### config.mk
export PLATFORM = sky130hd
export DESIGN_NAME = nmea_sentence_checksum_checker_top
export DESIGN_NICKNAME = d
export VERILOG_FILES = /design/src/design/nsc_pkg.sv /design/src/design/nsc_parser.sv /design/src/design/nsc_out_buf.sv /design/src/design/nmea_sentence_checksum_checker_top.sv
export SDC_FILE = /design/constraint.sdc
export NUM_CORES = 1
export LEC_CHECK = 0
export BUFFER_PORTS_ARGS = -buffer_cell sky130_fd_sc_hd__buf_2
export CORE_MARGIN = 5
export CORE_UTILIZATION = 63
export CTS_CLUSTER_DIAMETER = 120
export DETAILED_ROUTE_END_ITERATION = 16
export HOLD_SLACK_MARGIN = 0.12
export PLACE_DENSITY = 0.85
export REMOVE_ABC_BUFFERS = 1
export SYNTH_ARGS = -nofsm -noshare
export SYNTH_HDL_FRONTEND = slang
export SYNTH_SLANG_ARGS = --single-unit
### constraint.sdc
create_clock -name clk -period 5.4 [get_ports clk]
set_input_delay 0.54 -clock clk [delete_from_list [all_inputs] [get_ports clk]]
set_output_delay 0.54 -clock clk [all_outputs]
set_load 0.005 [all_outputs]
### src/design/nsc_pkg.sv
// shared types, character codes and helpers for the nmea sentence checksum checker
// no dependencies

package nsc_pkg;

  localparam logic [7:0] CH_DOLLAR = 8'h24;
  localparam logic [7:0] CH_STAR   = 8'h2A;
  localparam logic [7:0] CH_LF     = 8'h0A;

  localparam logic [7:0] MAX_LENGTH_RESET = 8'd200;

  typedef enum logic [4:0] {
    PH_HUNT = 5'b00001,
    PH_BODY = 5'b00010,
    PH_DIG1 = 5'b00100,
    PH_DIG2 = 5'b01000,
    PH_TAIL = 5'b10000
  } phase_t;

  typedef enum logic [1:0] {
    ST_GOOD     = 2'd0,
    ST_MISMATCH = 2'd1,
    ST_DIGITS   = 2'd2,
    ST_OVERFLOW = 2'd3
  } status_t;

  typedef struct packed {
    status_t    status;
    logic [7:0] computed_checksum;
    logic [7:0] received_checksum;
    logic [7:0] body_length;
  } result_t;

  typedef struct packed {
    logic       bad;
    logic [3:0] value;
  } hex_digit_t;

  // ascii hex digit decode, upper and lower case
  function automatic hex_digit_t hex_decode(input logic [7:0] c);
    hex_digit_t d;
    d.bad   = 1'b0;
    d.value = 4'd0;
    if (c inside {[8'h30:8'h39]}) begin
      d.value = c[3:0];
    end else if (c inside {[8'h41:8'h46], [8'h61:8'h66]}) begin
      d.value = c[3:0] + 4'd9;
    end else begin
      d.bad = 1'b1;
    end
    return d;
  endfunction

endpackage

### src/design/nsc_parser.sv
// sentence parser: phase tracking, running xor, digit capture and verdict
// depends on nsc_pkg

module nsc_parser (
  input  logic                 clk,
  input  logic                 rst_n,
  input  logic                 accept,
  input  logic [7:0]           rx_byte,
  input  logic [7:0]           max_length,
  output logic                 res_valid,
  output nsc_pkg::result_t     res
);

  nsc_pkg::phase_t phase_r, phase_nxt;
  logic [7:0] xor_r, xor_nxt;
  logic [7:0] digit_r, digit_nxt;
  logic [7:0] count_r, count_nxt;
  logic       derr_r, derr_nxt;
  logic [7:0] blen_r, blen_nxt;

  logic [8:0]          pos;
  nsc_pkg::hex_digit_t hd;

  assign pos = {1'b0, count_r} + 9'd1;
  assign hd  = nsc_pkg::hex_decode(rx_byte);

  always_comb begin
    phase_nxt = phase_r;
    xor_nxt   = xor_r;
    digit_nxt = digit_r;
    count_nxt = count_r;
    derr_nxt  = derr_r;
    blen_nxt  = blen_r;
    res_valid = 1'b0;
    res.status            = nsc_pkg::ST_GOOD;
    res.computed_checksum = xor_r;
    res.received_checksum = 8'd0;
    res.body_length       = blen_r;

    if (accept) begin
      if (phase_r == nsc_pkg::PH_HUNT) begin
        if (rx_byte == nsc_pkg::CH_DOLLAR) begin
          phase_nxt = nsc_pkg::PH_BODY;
          xor_nxt   = 8'd0;
          digit_nxt = 8'd0;
          derr_nxt  = 1'b0;
          blen_nxt  = 8'd0;
          count_nxt = 8'd1;
        end
      end else if (rx_byte == nsc_pkg::CH_LF) begin
        res_valid = 1'b1;
        phase_nxt = nsc_pkg::PH_HUNT;
        if (phase_r != nsc_pkg::PH_TAIL || derr_r) begin
          res.status = nsc_pkg::ST_DIGITS;
        end else begin
          res.received_checksum = digit_r;
          res.status = (digit_r == xor_r) ? nsc_pkg::ST_GOOD : nsc_pkg::ST_MISMATCH;
        end
      end else if (pos >= {1'b0, max_length}) begin
        res_valid  = 1'b1;
        res.status = nsc_pkg::ST_OVERFLOW;
        phase_nxt  = nsc_pkg::PH_HUNT;
      end else begin
        count_nxt = pos[7:0];
        case (phase_r)
          nsc_pkg::PH_BODY: begin
            if (rx_byte == nsc_pkg::CH_STAR) begin
              phase_nxt = nsc_pkg::PH_DIG1;
            end else begin
              xor_nxt  = xor_r ^ rx_byte;
              blen_nxt = blen_r + 8'd1;
            end
          end
          nsc_pkg::PH_DIG1: begin
            if (hd.bad) begin
              derr_nxt = 1'b1;
            end else begin
              digit_nxt = {hd.value, 4'd0};
            end
            phase_nxt = nsc_pkg::PH_DIG2;
          end
          nsc_pkg::PH_DIG2: begin
            if (hd.bad) begin
              derr_nxt = 1'b1;
            end else begin
              digit_nxt = {digit_r[7:4], hd.value};
            end
            phase_nxt = nsc_pkg::PH_TAIL;
          end
          default: begin
            phase_nxt = nsc_pkg::PH_TAIL;
          end
        endcase
      end
    end
  end

  always_ff @(posedge clk) begin
    if (!rst_n) begin
      phase_r <= nsc_pkg::PH_HUNT;
      xor_r   <= 8'd0;
      digit_r <= 8'd0;
      count_r <= 8'd0;
      derr_r  <= 1'b0;
      blen_r  <= 8'd0;
    end else begin
      phase_r <= phase_nxt;
      xor_r   <= xor_nxt;
      digit_r <= digit_nxt;
      count_r <= count_nxt;
      derr_r  <= derr_nxt;
      blen_r  <= blen_nxt;
    end
  end

endmodule

### src/design/nsc_out_buf.sv
// two-entry result buffer: output register plus skid entry
// depends on nsc_pkg

module nsc_out_buf (
  input  logic              clk,
  input  logic              rst_n,
  input  logic              push,
  input  nsc_pkg::result_t  push_data,
  output logic              full,
  output logic              out_valid,
  input  logic              out_stall,
  output nsc_pkg::result_t  head
);

  logic [1:0]       count_r, count_nxt;
  nsc_pkg::result_t head_r, head_nxt;
  nsc_pkg::result_t skid_r, skid_nxt;
  logic             pop;

  assign out_valid = (count_r != 2'd0);
  assign full      = count_r[1];
  assign head      = head_r;
  assign pop       = out_valid && !out_stall;

  always_comb begin
    count_nxt = count_r;
    head_nxt  = head_r;
    skid_nxt  = skid_r;
    if (pop) begin
      if (count_r[1]) begin
        head_nxt  = skid_r;
        count_nxt = 2'd1;
      end else if (push) begin
        head_nxt  = push_data;
      end else begin
        count_nxt = 2'd0;
      end
    end else if (push) begin
      if (count_r == 2'd0) begin
        head_nxt  = push_data;
        count_nxt = 2'd1;
      end else begin
        skid_nxt  = push_data;
        count_nxt = 2'd2;
      end
    end
  end

  always_ff @(posedge clk) begin
    if (!rst_n) begin
      count_r <= 2'd0;
    end else begin
      count_r <= count_nxt;
    end
  end

  always_ff @(posedge clk) begin
    head_r <= head_nxt;
    skid_r <= skid_nxt;
  end

endmodule

### src/design/nmea_sentence_checksum_checker_top.sv
// top level of the nmea 0183 sentence checksum checker
// depends on nsc_pkg, nsc_parser and nsc_out_buf

// Accepts one received character per clock cycle unless stalled and gives at
// most one verdict per sentence, buffered when the line feed (or the
// overflowing byte) is taken. The parser hunts for '$', xors every body byte
// up to '*', reads two hex digits (either case), ignores the tail and reports
// at line feed: good, mismatch, bad or missing digits, or overflow when
// max_length is reached. The rate is one byte per cycle unless stalled; a
// two-entry result buffer lets input keep flowing while a verdict waits, and
// in_stall rises only when both entries hold unread verdicts. The max_length
// register resets to 200 and is written through cfg_valid/cfg_ready, which is
// always ready; write it only while no sentence is in progress.

module nmea_sentence_checksum_checker_top (
  input  logic       clk,
  input  logic       rst_n,
  // input request channel
  input  logic       in_valid,
  output logic       in_stall,
  input  logic [7:0] in_rx_byte,
  // result request channel
  output logic       out_valid,
  input  logic       out_stall,
  output logic [1:0] out_status,
  output logic [7:0] out_computed_checksum,
  output logic [7:0] out_received_checksum,
  output logic [7:0] out_body_length,
  // configuration write
  input  logic       cfg_valid,
  output logic       cfg_ready,
  input  logic [7:0] cfg_data
);

  logic [7:0]       max_length_r;
  logic             accept;
  logic             res_valid;
  logic             buf_full;
  nsc_pkg::result_t res;
  nsc_pkg::result_t head;

  // config register, always ready
  assign cfg_ready = 1'b1;

  always_ff @(posedge clk) begin
    if (!rst_n) begin
      max_length_r <= nsc_pkg::MAX_LENGTH_RESET;
    end else if (cfg_valid && cfg_ready) begin
      max_length_r <= cfg_data;
    end
  end

  // stall only when both result entries are occupied
  assign in_stall = buf_full;
  assign accept   = in_valid && !in_stall;

  nsc_parser u_parser (
    .clk        (clk),
    .rst_n      (rst_n),
    .accept     (accept),
    .rx_byte    (in_rx_byte),
    .max_length (max_length_r),
    .res_valid  (res_valid),
    .res        (res)
  );

  nsc_out_buf u_out_buf (
    .clk       (clk),
    .rst_n     (rst_n),
    .push      (res_valid),
    .push_data (res),
    .full      (buf_full),
    .out_valid (out_valid),
    .out_stall (out_stall),
    .head      (head)
  );

  // unpack the head entry onto the result ports
  assign out_status            = head.status;
  assign out_computed_checksum = head.computed_checksum;
  assign out_received_checksum = head.received_checksum;
  assign out_body_length       = head.body_length;

endmodule

# == Word level (Yosys, flattened, before mapping) ==
# Cells that the tools add are included.
# Widths: inputs -> output; s select.
# op_classes
n_reduce_logical,29
magnitude_cmp,7
n_bitwise,3
n_addsub,3
muxes,61
eq_ne,19
# ops
cell,count
$mux 8,23
$mux 26,5
$mux 5,5
$mux 2,9
$reduce_bool 2->1,9
$eq 8x6->1 const B,2
$ge 8x7->1 const B,2
$le 8x7->1 const B,2
$pmux 8 s2,1
$mux 1,14
$reduce_and 7->1,2
$mux 4,3
$reduce_and 6->1,2
$pmux 5 s2,1
$add 8x1->9 const B,1
$ge 9x8->1,1
$reduce_and 3->1,3
$add 8x1->8 const B,1
$eq 8x4->1 const B,1
$eq 8x8->1,1
$ge 8x6->1 const B,1
$le 8x6->1 const B,1
$ne 2x1->1 const B,4
$xor 8x8->8,1
19 further kinds,27
# totals
out_inout_bits,29
wordCells,140
ff_bits,100
in_bits,21

# == Depth between registers and ports, before layout ==
# Gate-level depths: netlist of the first run.
# depth
depth_word,10
mapped_depth,12
ltp_nobuf,11

# == Cells and area by module ==
# From an unflattened synthesis of the first run, not the netlist that was laid out.
# unflattened
hier_cells,436
area_unflattened_um2,4951.0
# by_module_without_submodules
module,seq_area_each_um2,cells_per_inst,n_inst,area_each_um2
nsc_parser,760.7,313,1,2543.7
nsc_out_buf,1601.5,95,1,2095.8
nmea_sentence_checksum_checker_top,160.2,28,1,311.5

# == Worst setup path after synthesis of the first run ==
# No wires, ideal clock.
# synth_path
kind,register to register
from,register u_parser.count_r[0]
to,"register u_out_buf.skid_r[0] in the netlist's numbering, enable pin"
setup_ns,0.409
path_buffers,0
stages_incl_launch_ff,12
arrival_time_ns,3.192
path_slack_ns,1.799
required_time_ns,4.991
period_less_slack_ns,3.601
path_cell_list,dfxtp_1 ha_1 and4_4 nand2_1 xnor2_1 ha_1 and3_1 and3_4 a21boi_4 nand2_2 nand2_1 nor2_1
# synth_via
elab_chain_cells,7
# synth_rtl
element,line,rtl
from (decl),nsc_parser.sv:17,"logic [7:0] count_r, count_nxt;"
from (signal assigned),nsc_parser.sv:110,count_r <= count_nxt;
$add 8x1->9,nsc_parser.sv:24,"assign pos = {1'b0, count_r} + 9'd1;"
$ge 9x8->1,nsc_parser.sv:59,"end else if (pos >= {1'b0, max_length}) begin"
$mux 1,nsc_parser.sv:59,
$mux 1,nsc_parser.sv:50,end else if (rx_byte == nsc_pkg::CH_LF) begin
$mux 1,nsc_parser.sv:41,if (phase_r == nsc_pkg::PH_HUNT) begin
$mux 1,nsc_parser.sv:40,if (accept) begin
$reduce_and 3->1 (no source line),-,
to (signal assigned),nsc_out_buf.sv:59,skid_r <= skid_nxt;
to (decl),nsc_out_buf.sv:17,"nsc_pkg::result_t skid_r, skid_nxt;"
# Every way passes these cells.
# A chain may end at the register's enable or synchronous reset.

# == Worst setup path after layout of the first run ==
# layout_path
from,register u_parser.count_r[0]
to,"register u_out_buf.head_r, in the netlist u_out_buf.head[1], enable pin"
# layout_via
elab_chain_cells,8
elab_cells_between_ends,9
cone_classes,1 x add/sub; 1 x order compare; 4 x mux; 3 x reduce/logical
# layout_rtl
element,line,rtl
$add 8x1->9 (*),nsc_parser.sv:24,
$ge 9x8->1 (*),nsc_parser.sv:59,
$mux 1 (*),nsc_parser.sv:59,
$mux 1 (*),nsc_parser.sv:50,
$mux 1 (*),nsc_parser.sv:41,
$mux 1 (*),nsc_parser.sv:40,
$reduce_bool 2->1 (no source line),-,
$reduce_and 3->1 (no source line) (*),-,
to (signal assigned),nsc_out_buf.sv:58,head_r <= head_nxt;
to (decl),nsc_out_buf.sv:16,"nsc_pkg::result_t head_r, head_nxt;"
# Every way passes the cells marked *; elsewhere a longest branch is shown, timed or not.

==> impl_metrics.ini, run 1 <==
[detailed_routing]
drc = 0
drtPass1Iterations = 5
wl_per_cell_um = 17.2
antenna_left = 0
vias = 3570
drt_iter0_drc = 295
viasPerCell = 6.00
wl_um = 10200

[critical_path]
crit_start = u_parser.count_r[0]
worstPathMaxFanout = 26
cp.required_ns = 5.39
criticalPathCategory = reg2reg
reg2reg_slack_ns = 1.68
critPathMostFrequentCell = ha_1
crit_path_top_delay_cell = o21a_1
startpoint_type = flop
r2r_cells = 10
rr_endpoint = u_out_buf.head[1]
worstPathCellList = ha_1 -> and4_4 -> nand2_1 -> xnor2_1 -> ha_1 -> and3_1 -> and3_4 -> a21boi_4 -> a21oi_4 -> o21a_1
worstPathArrival_ns = 3.71
cp-end-kind = flop
crit_path_end = u_out_buf.head[1]
crit_path_max_incr_delay_ns = 0.95
r2r_start = u_parser.count_r[0]

[place]
place_area_sq_mm = 0.00508
portBuffers = 48
placed_cells = 579
hpwl_um = 7240
gp_congestion = 0.906

[timing]
setup_viol = 0
worstMarginPinSlew_ns = 1.20
finalSetupTns_ns = 0
final-max-slew-violation-count = 0
finalHoldViolCount = 0
max_freq_mhz = 269
fin_skew_ns = 0.0123
rsz0062_at_grt = no
period_share_pct = 68.9
min_period_ns = 3.72
slew-limit-headroom_pct = 19.8

[pwr]
p_seq_share_pct = 56.8
combPwrFrac_pct = 11.1
sw_frac_of_total_pct = 27.6
max-vdd-ir-drop_mv = 0.204
power.total_mw = 1.45
internal-power_mw = 1.05
p_clk_share_pct = 32.1
power.density_mw_per_mm2 = 275
p_switching_uw = 401
cellLeakagePower_nw = 2.08

[synth]
synth_seq_cells = 100
synth_top_family_by_area = simple AND/OR/NAND/NOR gates
yosys-top-cells-area = edfxtp_1, dfxtp_1, mux2_2
synth_xor_area_share_pct = 2.94
synth_edf_count = 52
synthCells = 445
synth_warnings = 0
synth_largest_area_cell = edfxtp_1
netlist.area_leader.share_pct = 32.7
synth-async-reset-ratio_pct = 0
syn_area_sq_mm = 0.00477
synth-compound-area-share_pct = 14.7
synth-seq-area-share_pct = 52.9
synth_mux_area_share_pct = 6.56
synth_area_per_cell_sq_um = 10.7
synth.distinct_cells = 57
synth-simple-area-share_pct = 16.1
synth_flop_cell = edfxtp_1
synthAdderAreaFrac_pct = 3.94

[finish]
nNetsFinal = 527
n_antenna_cell = 0
layout_commonest_cell = edfxtp_1
areaGrowthSynthToFinish_pct = 10.5
final_cells = 595
drive_above_1_share_pct = 20.0
final_cell_mix = edfxtp_1, buf_2, dfxtp_1, nand2_1, nor2_1
fin_area_sq_mm = 0.00527

[cts]
cts-hold-fix-buffers = 0
cts-root-buf = clkbuf_8
numCtsBuffers = 9
cts.sinks = 100
cts_max_level = 3
path_clk_slew_ns = 0.10
ctsResizeCount = 0
clk_latency_ns = 0.37
clk_path_buf_depth = 2
cts_tree = yes
postCtsSetupBuffers = 0

[grt]
antenna_found_initial = 0
grt_pass1_wl_um = 16600
globalRouteMet3Util_pct = 4.75
grt_use_total_pct = 21.8
grtUsageMet1_pct = 27.9
grt_max_degree = 29
gr-total-overflow = 0
grt_pass1_vias = 3374
use_met2_pct = 36.3
busiest_layer = met2

[floorplanning]
core_sq_mm = 0.00733
die-area_sq_mm = 0.00941
rows = 31
ios = 50
die_h_um = 97
start_util_pct = 65.0
fp.dieW_um = 97

[status]
status = complete, no violations

[flow_run]
maxCapViolCount = 0

[min_path]
hp-class = in2reg
==> worst min path at each step <==
stage,cells past startpoint,startpoint,to
floorplan,0,u_parser.blen_r[7],u_out_buf.skid_r[7]
global placement,0,u_parser.blen_r[7],u_out_buf.skid_r[7]
detailed placement,2,u_parser.count_r[1],u_parser.count_r[1]
CTS,3,cfg_data[7],max_length_r[7]
global route,3,cfg_data[7],max_length_r[7]
finish,3,cfg_data[7],max_length_r[7]
==> registers in the layout, summed over array words and instances (netlist names) <==
| signal | cells |
|---|---|
| u_parser.blen_r | 8 |
| u_out_buf.skid_r | 26 |
| u_parser.derr_r | 1 |
| max_length_r | 8 |
| u_out_buf.count_r | 2 |
| u_parser.count_r | 8 |
| u_parser.phase_r | 5 |
| u_out_buf.head | 26 |
| u_parser.digit_r | 8 |
| u_parser.xor_r | 8 |
==> cells in the mapped netlist (2+ instances only) <==
cell type / number
a211oi_1: 2
a21o_1: 12
a21oi_1: 26
a21oi_2: 2
a21oi_4: 2
a31oi_1: 6
and2_1: 9
and3_1: 7
buf_2: 2
buf_4: 2
clkbuf_1: 9
dfxtp_1: 48
edfxtp_1: 52
ha_1: 15
inv_1: 16
mux2_2: 18
mux2i_1: 11
nand2_1: 44
nand2b_1: 7
nand3_1: 6
nand4_1: 7
nor2_1: 28
nor2b_1: 5
nor3_1: 5
nor4_1: 3
o211ai_1: 3
o21a_1: 5
o21ai_0: 26
o21bai_1: 3
o22ai_1: 5
o31ai_1: 5
or3_1: 15
xnor2_1: 5
xor2_1: 11
==> cell type report <==
class                           count  area (sq um)
Fill cell                         539          2060
Tap cell                           99           124
Sequential cell                   100          2520
Multi-Input combinational cell    314          2120
Timing Repair Buffer               50           255
Clock inverter                      6          56.3
Clock buffer                       10           138
Inverter                           16          60.1
==> cell families after synthesis <==
| group | count (synthesis) |
|---|---|
| mux | 29 |
| buf+inv | 31 |
| other cells | 1 |
| xor+xnor | 16 |
| fa+ha+maj | 15 |
| flops | 100 |
| simple gates | 148 |
| compound gates | 105 |
==> per-layer routing <==
layer,part of all wire (%),vias up,wire (um)
li1,-,1721,-
met1,42,1683,4310
met2,48,138,4940
met3,6.3,28,643
met4,3.1,0,313
met5,0,-,0
==> critical path, delay by kind of cell, from the launching register on <==
| family | cells | cell delay (ns) |
|---|---|---|
| XOR/XNOR | 1 | 0.15 |
| adder cells (fa/ha/maj) | 2 | 0.60 |
| AND/OR/NAND/NOR | 4 | 0.83 |
| AO/OA/AOI/OAI | 3 | 1.32 |
| flip-flops | 1 | 0.43 |
==> per-stage QoR <==
step                      util, %  hold slack [ns]  worst slack [ns]
after floorplan                 -            0.435              1.80
after global placement       69.3            0.450              1.91
after detailed placement     69.3            0.475              1.71
after CTS                    71.9            0.374              1.69
after global routing         71.9            0.396              1.43
final                        71.9            0.385              1.68
==> power by group through the flow <==
stage               clock network, mW  registers [mW]  logic (mW)
global placement                    0           0.839       0.150
detailed placement                  0           0.841       0.156
finish                          0.466           0.824       0.160
floorplan                           0           0.836       0.106
global route                    0.505           0.826       0.178
CTS                             0.471           0.823       0.159
Power figures use the tool's default switching activity.
==> inputs of run 2 (changes only) <==
- CORE_UTILIZATION: 63 -> 59
- PLACE_DENSITY: 0.85 -> 0.8
- clock period: 5.4 -> 3.85 ns (I/O delays scaled with it)
==> impl_metrics.ini, run 2 (synthesis results as in run 1) <==
[floorplanning]
die_h_um = 99.9
start_util_pct = 61.1
core_sq_mm = 0.00781
rows = 32
ios = 50
die-area_sq_mm = 0.00998
fp.dieW_um = 99.9

[detailed_routing]
drtPass1Iterations = 4
antenna_left = 0
wl_um = 9860
highest_layer = met4
wl_met3_um = 630
drc = 0
drt_iter0_drc = 209
drt-met1-wl_um = 4370
wl_per_cell_um = 16.4
wl_met2_um = 4690
viasPerCell = 5.87
vias = 3523

[critical_path]
r2r_start = u_parser.count_r[2]
reg2reg_slack_ns = 0.45
criticalPathCategory = reg2reg
cp-end-kind = flop
cp.required_ns = 4.13
rr_endpoint = u_parser.blen_r[7]
worstPathMaxFanout = 28
r2r_cells = 11
startpoint_type = flop
worstPathArrival_ns = 3.68

[grt]
antenna_found_initial = 0
grt_pass1_vias = 3379
gr-total-overflow = 0
grt_max_degree = 29
grt_pass1_wl_um = 16300
grt_use_total_pct = 20.4

[min_path]
min_path_cells = 3
hp-class = in2reg
hold_path_end = max_length_r[7]
min-delay-start = cfg_data[7]

[timing]
fin_skew_ns = 0.0105
hold_ws_ns = 0.241
setup_viol = 0
slew-limit-headroom_pct = 16.6
final-max-slew-violation-count = 0
max_freq_mhz = 294
rsz0062_at_grt = no
finalSetupTns_ns = 0
worstMarginPinSlew_ns = 1.25
period_share_pct = 88.3
finalHoldViolCount = 0
min_period_ns = 3.40

[finish]
layout_commonest_cell = edfxtp_1
final_cell_mix = edfxtp_1, buf_2, dfxtp_1, nand2_1, nor2_1
nNetsFinal = 529
nFillCells = 612
drive_above_1_share_pct = 20.5
n_antenna_cell = 0
fin_area_sq_mm = 0.00530
areaGrowthSynthToFinish_pct = 11.2

[cts]
numCtsBuffers = 9
ctsResizeCount = 0
cts_tree = yes
cts_max_level = 3
clk_latency_ns = 0.36
cts-root-buf = clkbuf_8
path_clk_slew_ns = 0.10
cts-hold-fix-buffers = 0
clk_path_buf_depth = 2
cts.sinks = 100
postCtsSetupBuffers = 0

[place]
place_area_sq_mm = 0.00510
portBuffers = 48
gp_congestion = 0.909
hpwl_um = 6960

[pwr]
cellLeakagePower_nw = 2.09
max-vdd-ir-drop_mv = 0.190
sw_frac_of_total_pct = 27.6
p_switching_uw = 566
internal-power_mw = 1.48
power.density_mw_per_mm2 = 386
p_clk_share_pct = 32.6
p_seq_share_pct = 56.5
combPwrFrac_pct = 10.9

[flow_run]
maxCapViolCount = 0

[status]
status = complete, no violations
[run 2: worst max path at each step]
stage / startpoint / to / slack (ns)
final: u_parser.count_r[2] / u_parser.blen_r[7] / 0.45
after floorplan: u_parser.count_r[0] / u_out_buf.skid_r[0] / 0.25
after global placement: u_parser.count_r[2] / u_out_buf.head[1] / 0.35
after global routing: u_parser.count_r[2] / u_parser.blen_r[7] / 0.12
after detailed placement: u_parser.count_r[2] / u_out_buf.head[5] / 0.09
after CTS: u_parser.count_r[2] / u_out_buf.head[17] / 0.07
[run 2: layout make-up]
| type | instances | area (sq um) | area share (%) |
|---|---|---|---|
| repair buffers | 52 | 270 | 5.10 |
| well taps | 102 | 128 | 2.41 |
| clock inverters | 6 | 66.3 | 1.25 |
| clock buffers | 10 | 138 | 2.60 |
| multi-input cells | 314 | 2120 | 39.9 |
| flip-flops and latches | 100 | 2520 | 47.6 |
| inverters | 16 | 60.1 | 1.13 |
[run 2: per-layer routing]
layer | GRT usage [%] | vias to the layer above
met5 | 0 | -
met4 | 6.72 | 0
met3 | 3.34 | 16
met2 | 33.4 | 131
met1 | 27.7 | 1660
li1 | - | 1716
[run 2: power groups by stage]
stage | Combinational, mW | Sequential, mW | Clock, mW
6_report | 0.223 | 1.16 | 0.667
5_1_grt | 0.248 | 1.16 | 0.738
4_1_cts | 0.221 | 1.16 | 0.683
3_5_place_dp | 0.218 | 1.18 | 0
3_3_place_gp | 0.213 | 1.18 | 0
2_1_floorplan | 0.149 | 1.17 | 0
[run 2: per-stage QoR]
step                      util (%)  setup slack, ns  cells  total power, mW
after floorplan                  -            0.249    430             1.32
after global placement        65.3            0.352    584             1.39
after detailed placement      65.3           0.0882    584             1.40
after CTS                     67.9           0.0737    600             2.06
after global routing          67.9            0.121    600             2.15
final                         67.9            0.451    600             2.05
[run 2: worst max-delay path: stages (launching register included)]
cell and delay, ns:
dfxtp_1 0.46, nand3_1 0.24, nor2_1 0.27, nand3_1 0.13, xnor2_1 0.23, ha_1 0.29
and3_1 0.23, and3_4 0.21, a211oi_1 0.36, a21oi_2 0.32, or3_1 0.42, a21oi_1 0.16
==> inputs of run 3 (changes only) <==
- SYNTH_HIERARCHICAL: not set -> 1
==> impl_metrics.ini, run 3 <==
[detailed_routing]
vias = 3414
wl_per_cell_um = 16.1
antenna_left = 0
drtPass1Iterations = 4
wl_met3_um = 396
drt_iter0_drc = 197
drt-met1-wl_um = 4280
viasPerCell = 5.74
drc = 0
highest_layer = met4
wl_um = 9610
wl_met2_um = 4780

[synth]
synthCells = 436
synth_seq_cells = 100
synth-async-reset-ratio_pct = 0
yosys-top-cells-area = edfxtp_1, dfxtp_1, mux2_4
synth.distinct_cells = 67
synth_warnings = 6
synth-seq-area-share_pct = 50.9
synth_common_cells = edfxtp_1, dfxtp_1, nand2_1
netlist.area_leader.share_pct = 31.5
yosysMostFrequentCell = edfxtp_1
synth_flop_cell = edfxtp_1
syn_area_sq_mm = 0.00495
synth_area_per_cell_sq_um = 11.4
synth_edf_count = 52
synth_largest_area_cell = edfxtp_1

[critical_path]
critPathMostFrequentCell = and3_1
criticalPathCategory = reg2reg
cp-end-kind = flop
worstPathMaxFanout = 26
crit_path_top_delay_cell = dfxtp_1
crit_path_max_incr_delay_ns = 0.43
worstPathCellList = ha_1 -> and3_1 -> and3_1 -> nand2b_1 -> nand2_1 -> ha_1 -> and3_1 -> o2111ai_1 -> o211ai_2 -> nor2_1 -> or2_2 -> inv_1 -> and3_1 -> buf_4
worstPathArrival_ns = 3.53
startpoint_type = flop
cp.required_ns = 3.88

[finish]
final_cell_mix = edfxtp_1, buf_2, dfxtp_1, nand2_1, a21oi_1
layout_commonest_cell = edfxtp_1
drive_above_1_share_pct = 23.7
areaGrowthSynthToFinish_pct = 10.1
n_antenna_cell = 0
nNetsFinal = 521

[floorplanning]
fp.dieW_um = 102
rows = 33
ios = 50
die-area_sq_mm = 0.0103
die_h_um = 102
core_sq_mm = 0.00822
start_util_pct = 60.3

[cts]
cts-root-buf = clkbuf_8
cts.sinks = 100
numCtsBuffers = 9
clk_path_buf_depth = 2
cts_max_level = 3
clk_latency_ns = 0.36
cts_tree = yes
path_clk_slew_ns = 0.10

[timing]
max_freq_mhz = 286
timing.final.ws_setup_ns = 0.358
setup_viol = 0
fin_skew_ns = 0.00915
worstMarginPinSlew_ns = 0.608
finalHoldViolCount = 0
finalSetupTns_ns = 0
final-max-slew-violation-count = 0
slew-limit-headroom_pct = 59.1
min_period_ns = 3.49
rsz0062_at_grt = no
period_share_pct = 90.7

[place]
hpwl_um = 6930
portBuffers = 48
gp_congestion = 0.815
dp_slack_ns = 0.295

[grt]
antenna_found_initial = 0
grt_use_total_pct = 19.5
grt_pass1_wl_um = 16000
gr-total-overflow = 0
grt_max_degree = 38
grt_pass1_vias = 3395

[pwr]
power.density_mw_per_mm2 = 370
max-vdd-ir-drop_mv = 0.172
cellLeakagePower_nw = 2.17

[status]
status = complete, no violations

[flow_run]
maxCapViolCount = 0

[min_path]
hp-class = in2reg
run 3: final timing paths:
kind / slack [ns] / cells past startpoint / start / endpoint
max: 0.36 / 14 / u_parser/count_r[0] / u_out_buf/skid_r[10]
min reg2reg: 0.49 / 2 / max_length_r[6] / max_length_r[6]
max reg2reg: 0.36 / 14 / u_parser/count_r[0] / u_out_buf/skid_r[10]
min: 0.23 / 3 / cfg_data[6] / max_length_r[6]
run 3: stage by stage:
stage / instance area [sq um] / cells / utilization, % / hold WS [ns] / total power [mW]
after floorplan: 4820 / 418 / - / 0.440 / 1.33
after global placement: 5250 / 577 / 63.9 / 0.462 / 1.40
after detailed placement: 5250 / 577 / 63.9 / 0.471 / 1.41
after CTS: 5430 / 593 / 66.1 / 0.226 / 2.03
after global routing: 5450 / 595 / 66.3 / 0.225 / 2.10
final: 5450 / 595 / 66.3 / 0.234 / 2.02
run 3: worst max-delay path, delay by kind of cell, from the launching register on:
family	cells	cell delay (ns)
compound gates	2	0.44
flops	1	0.43
buf+inv	2	0.44
simple gates	8	1.36
fa+ha+maj	2	0.50
run 3: logic make-up after synthesis:
group           synth area share, %
simple gates                   16.8
other cells                  0.0757
mux                            10.5
flops                          50.9
buf+inv                        4.25
compound gates                 11.4
xor+xnor                       2.30
fa+ha+maj                      3.79
run 3: power by group:
part	internal, mW	leakage [nW]	total [mW]	switching, mW
combinational	0.0923	1.21	0.226	0.134
clock	0.249	0.0945	0.630	0.380
sequential	1.14	0.869	1.16	0.0275
total	1.48	2.17	2.02	0.542
run 3: area by class of cell:
type | instances | area, sq um
fillers | 622 | 2770
flip-flops and latches | 100 | 2520
multi-input cells | 298 | 2220
repair buffers | 56 | 313
well taps | 105 | 131
clock buffers | 10 | 128
inverters | 20 | 75.1
clock inverters | 6 | 57.6
run 3: per-layer routing:
metal,GRT usage (%),vias up
li1,-,1693
met1,25.0,1622
met2,32.7,80
met3,3.51,19
met4,7.67,0
met5,0,-
run 3: repair_timing:
action / 4_1_cts / 5_1_grt
setup buffers: 0 / 2
endpoints found under the setup margin: 0 / 26
hold buffers: 0 / 0
resized for setup: 0 / 0
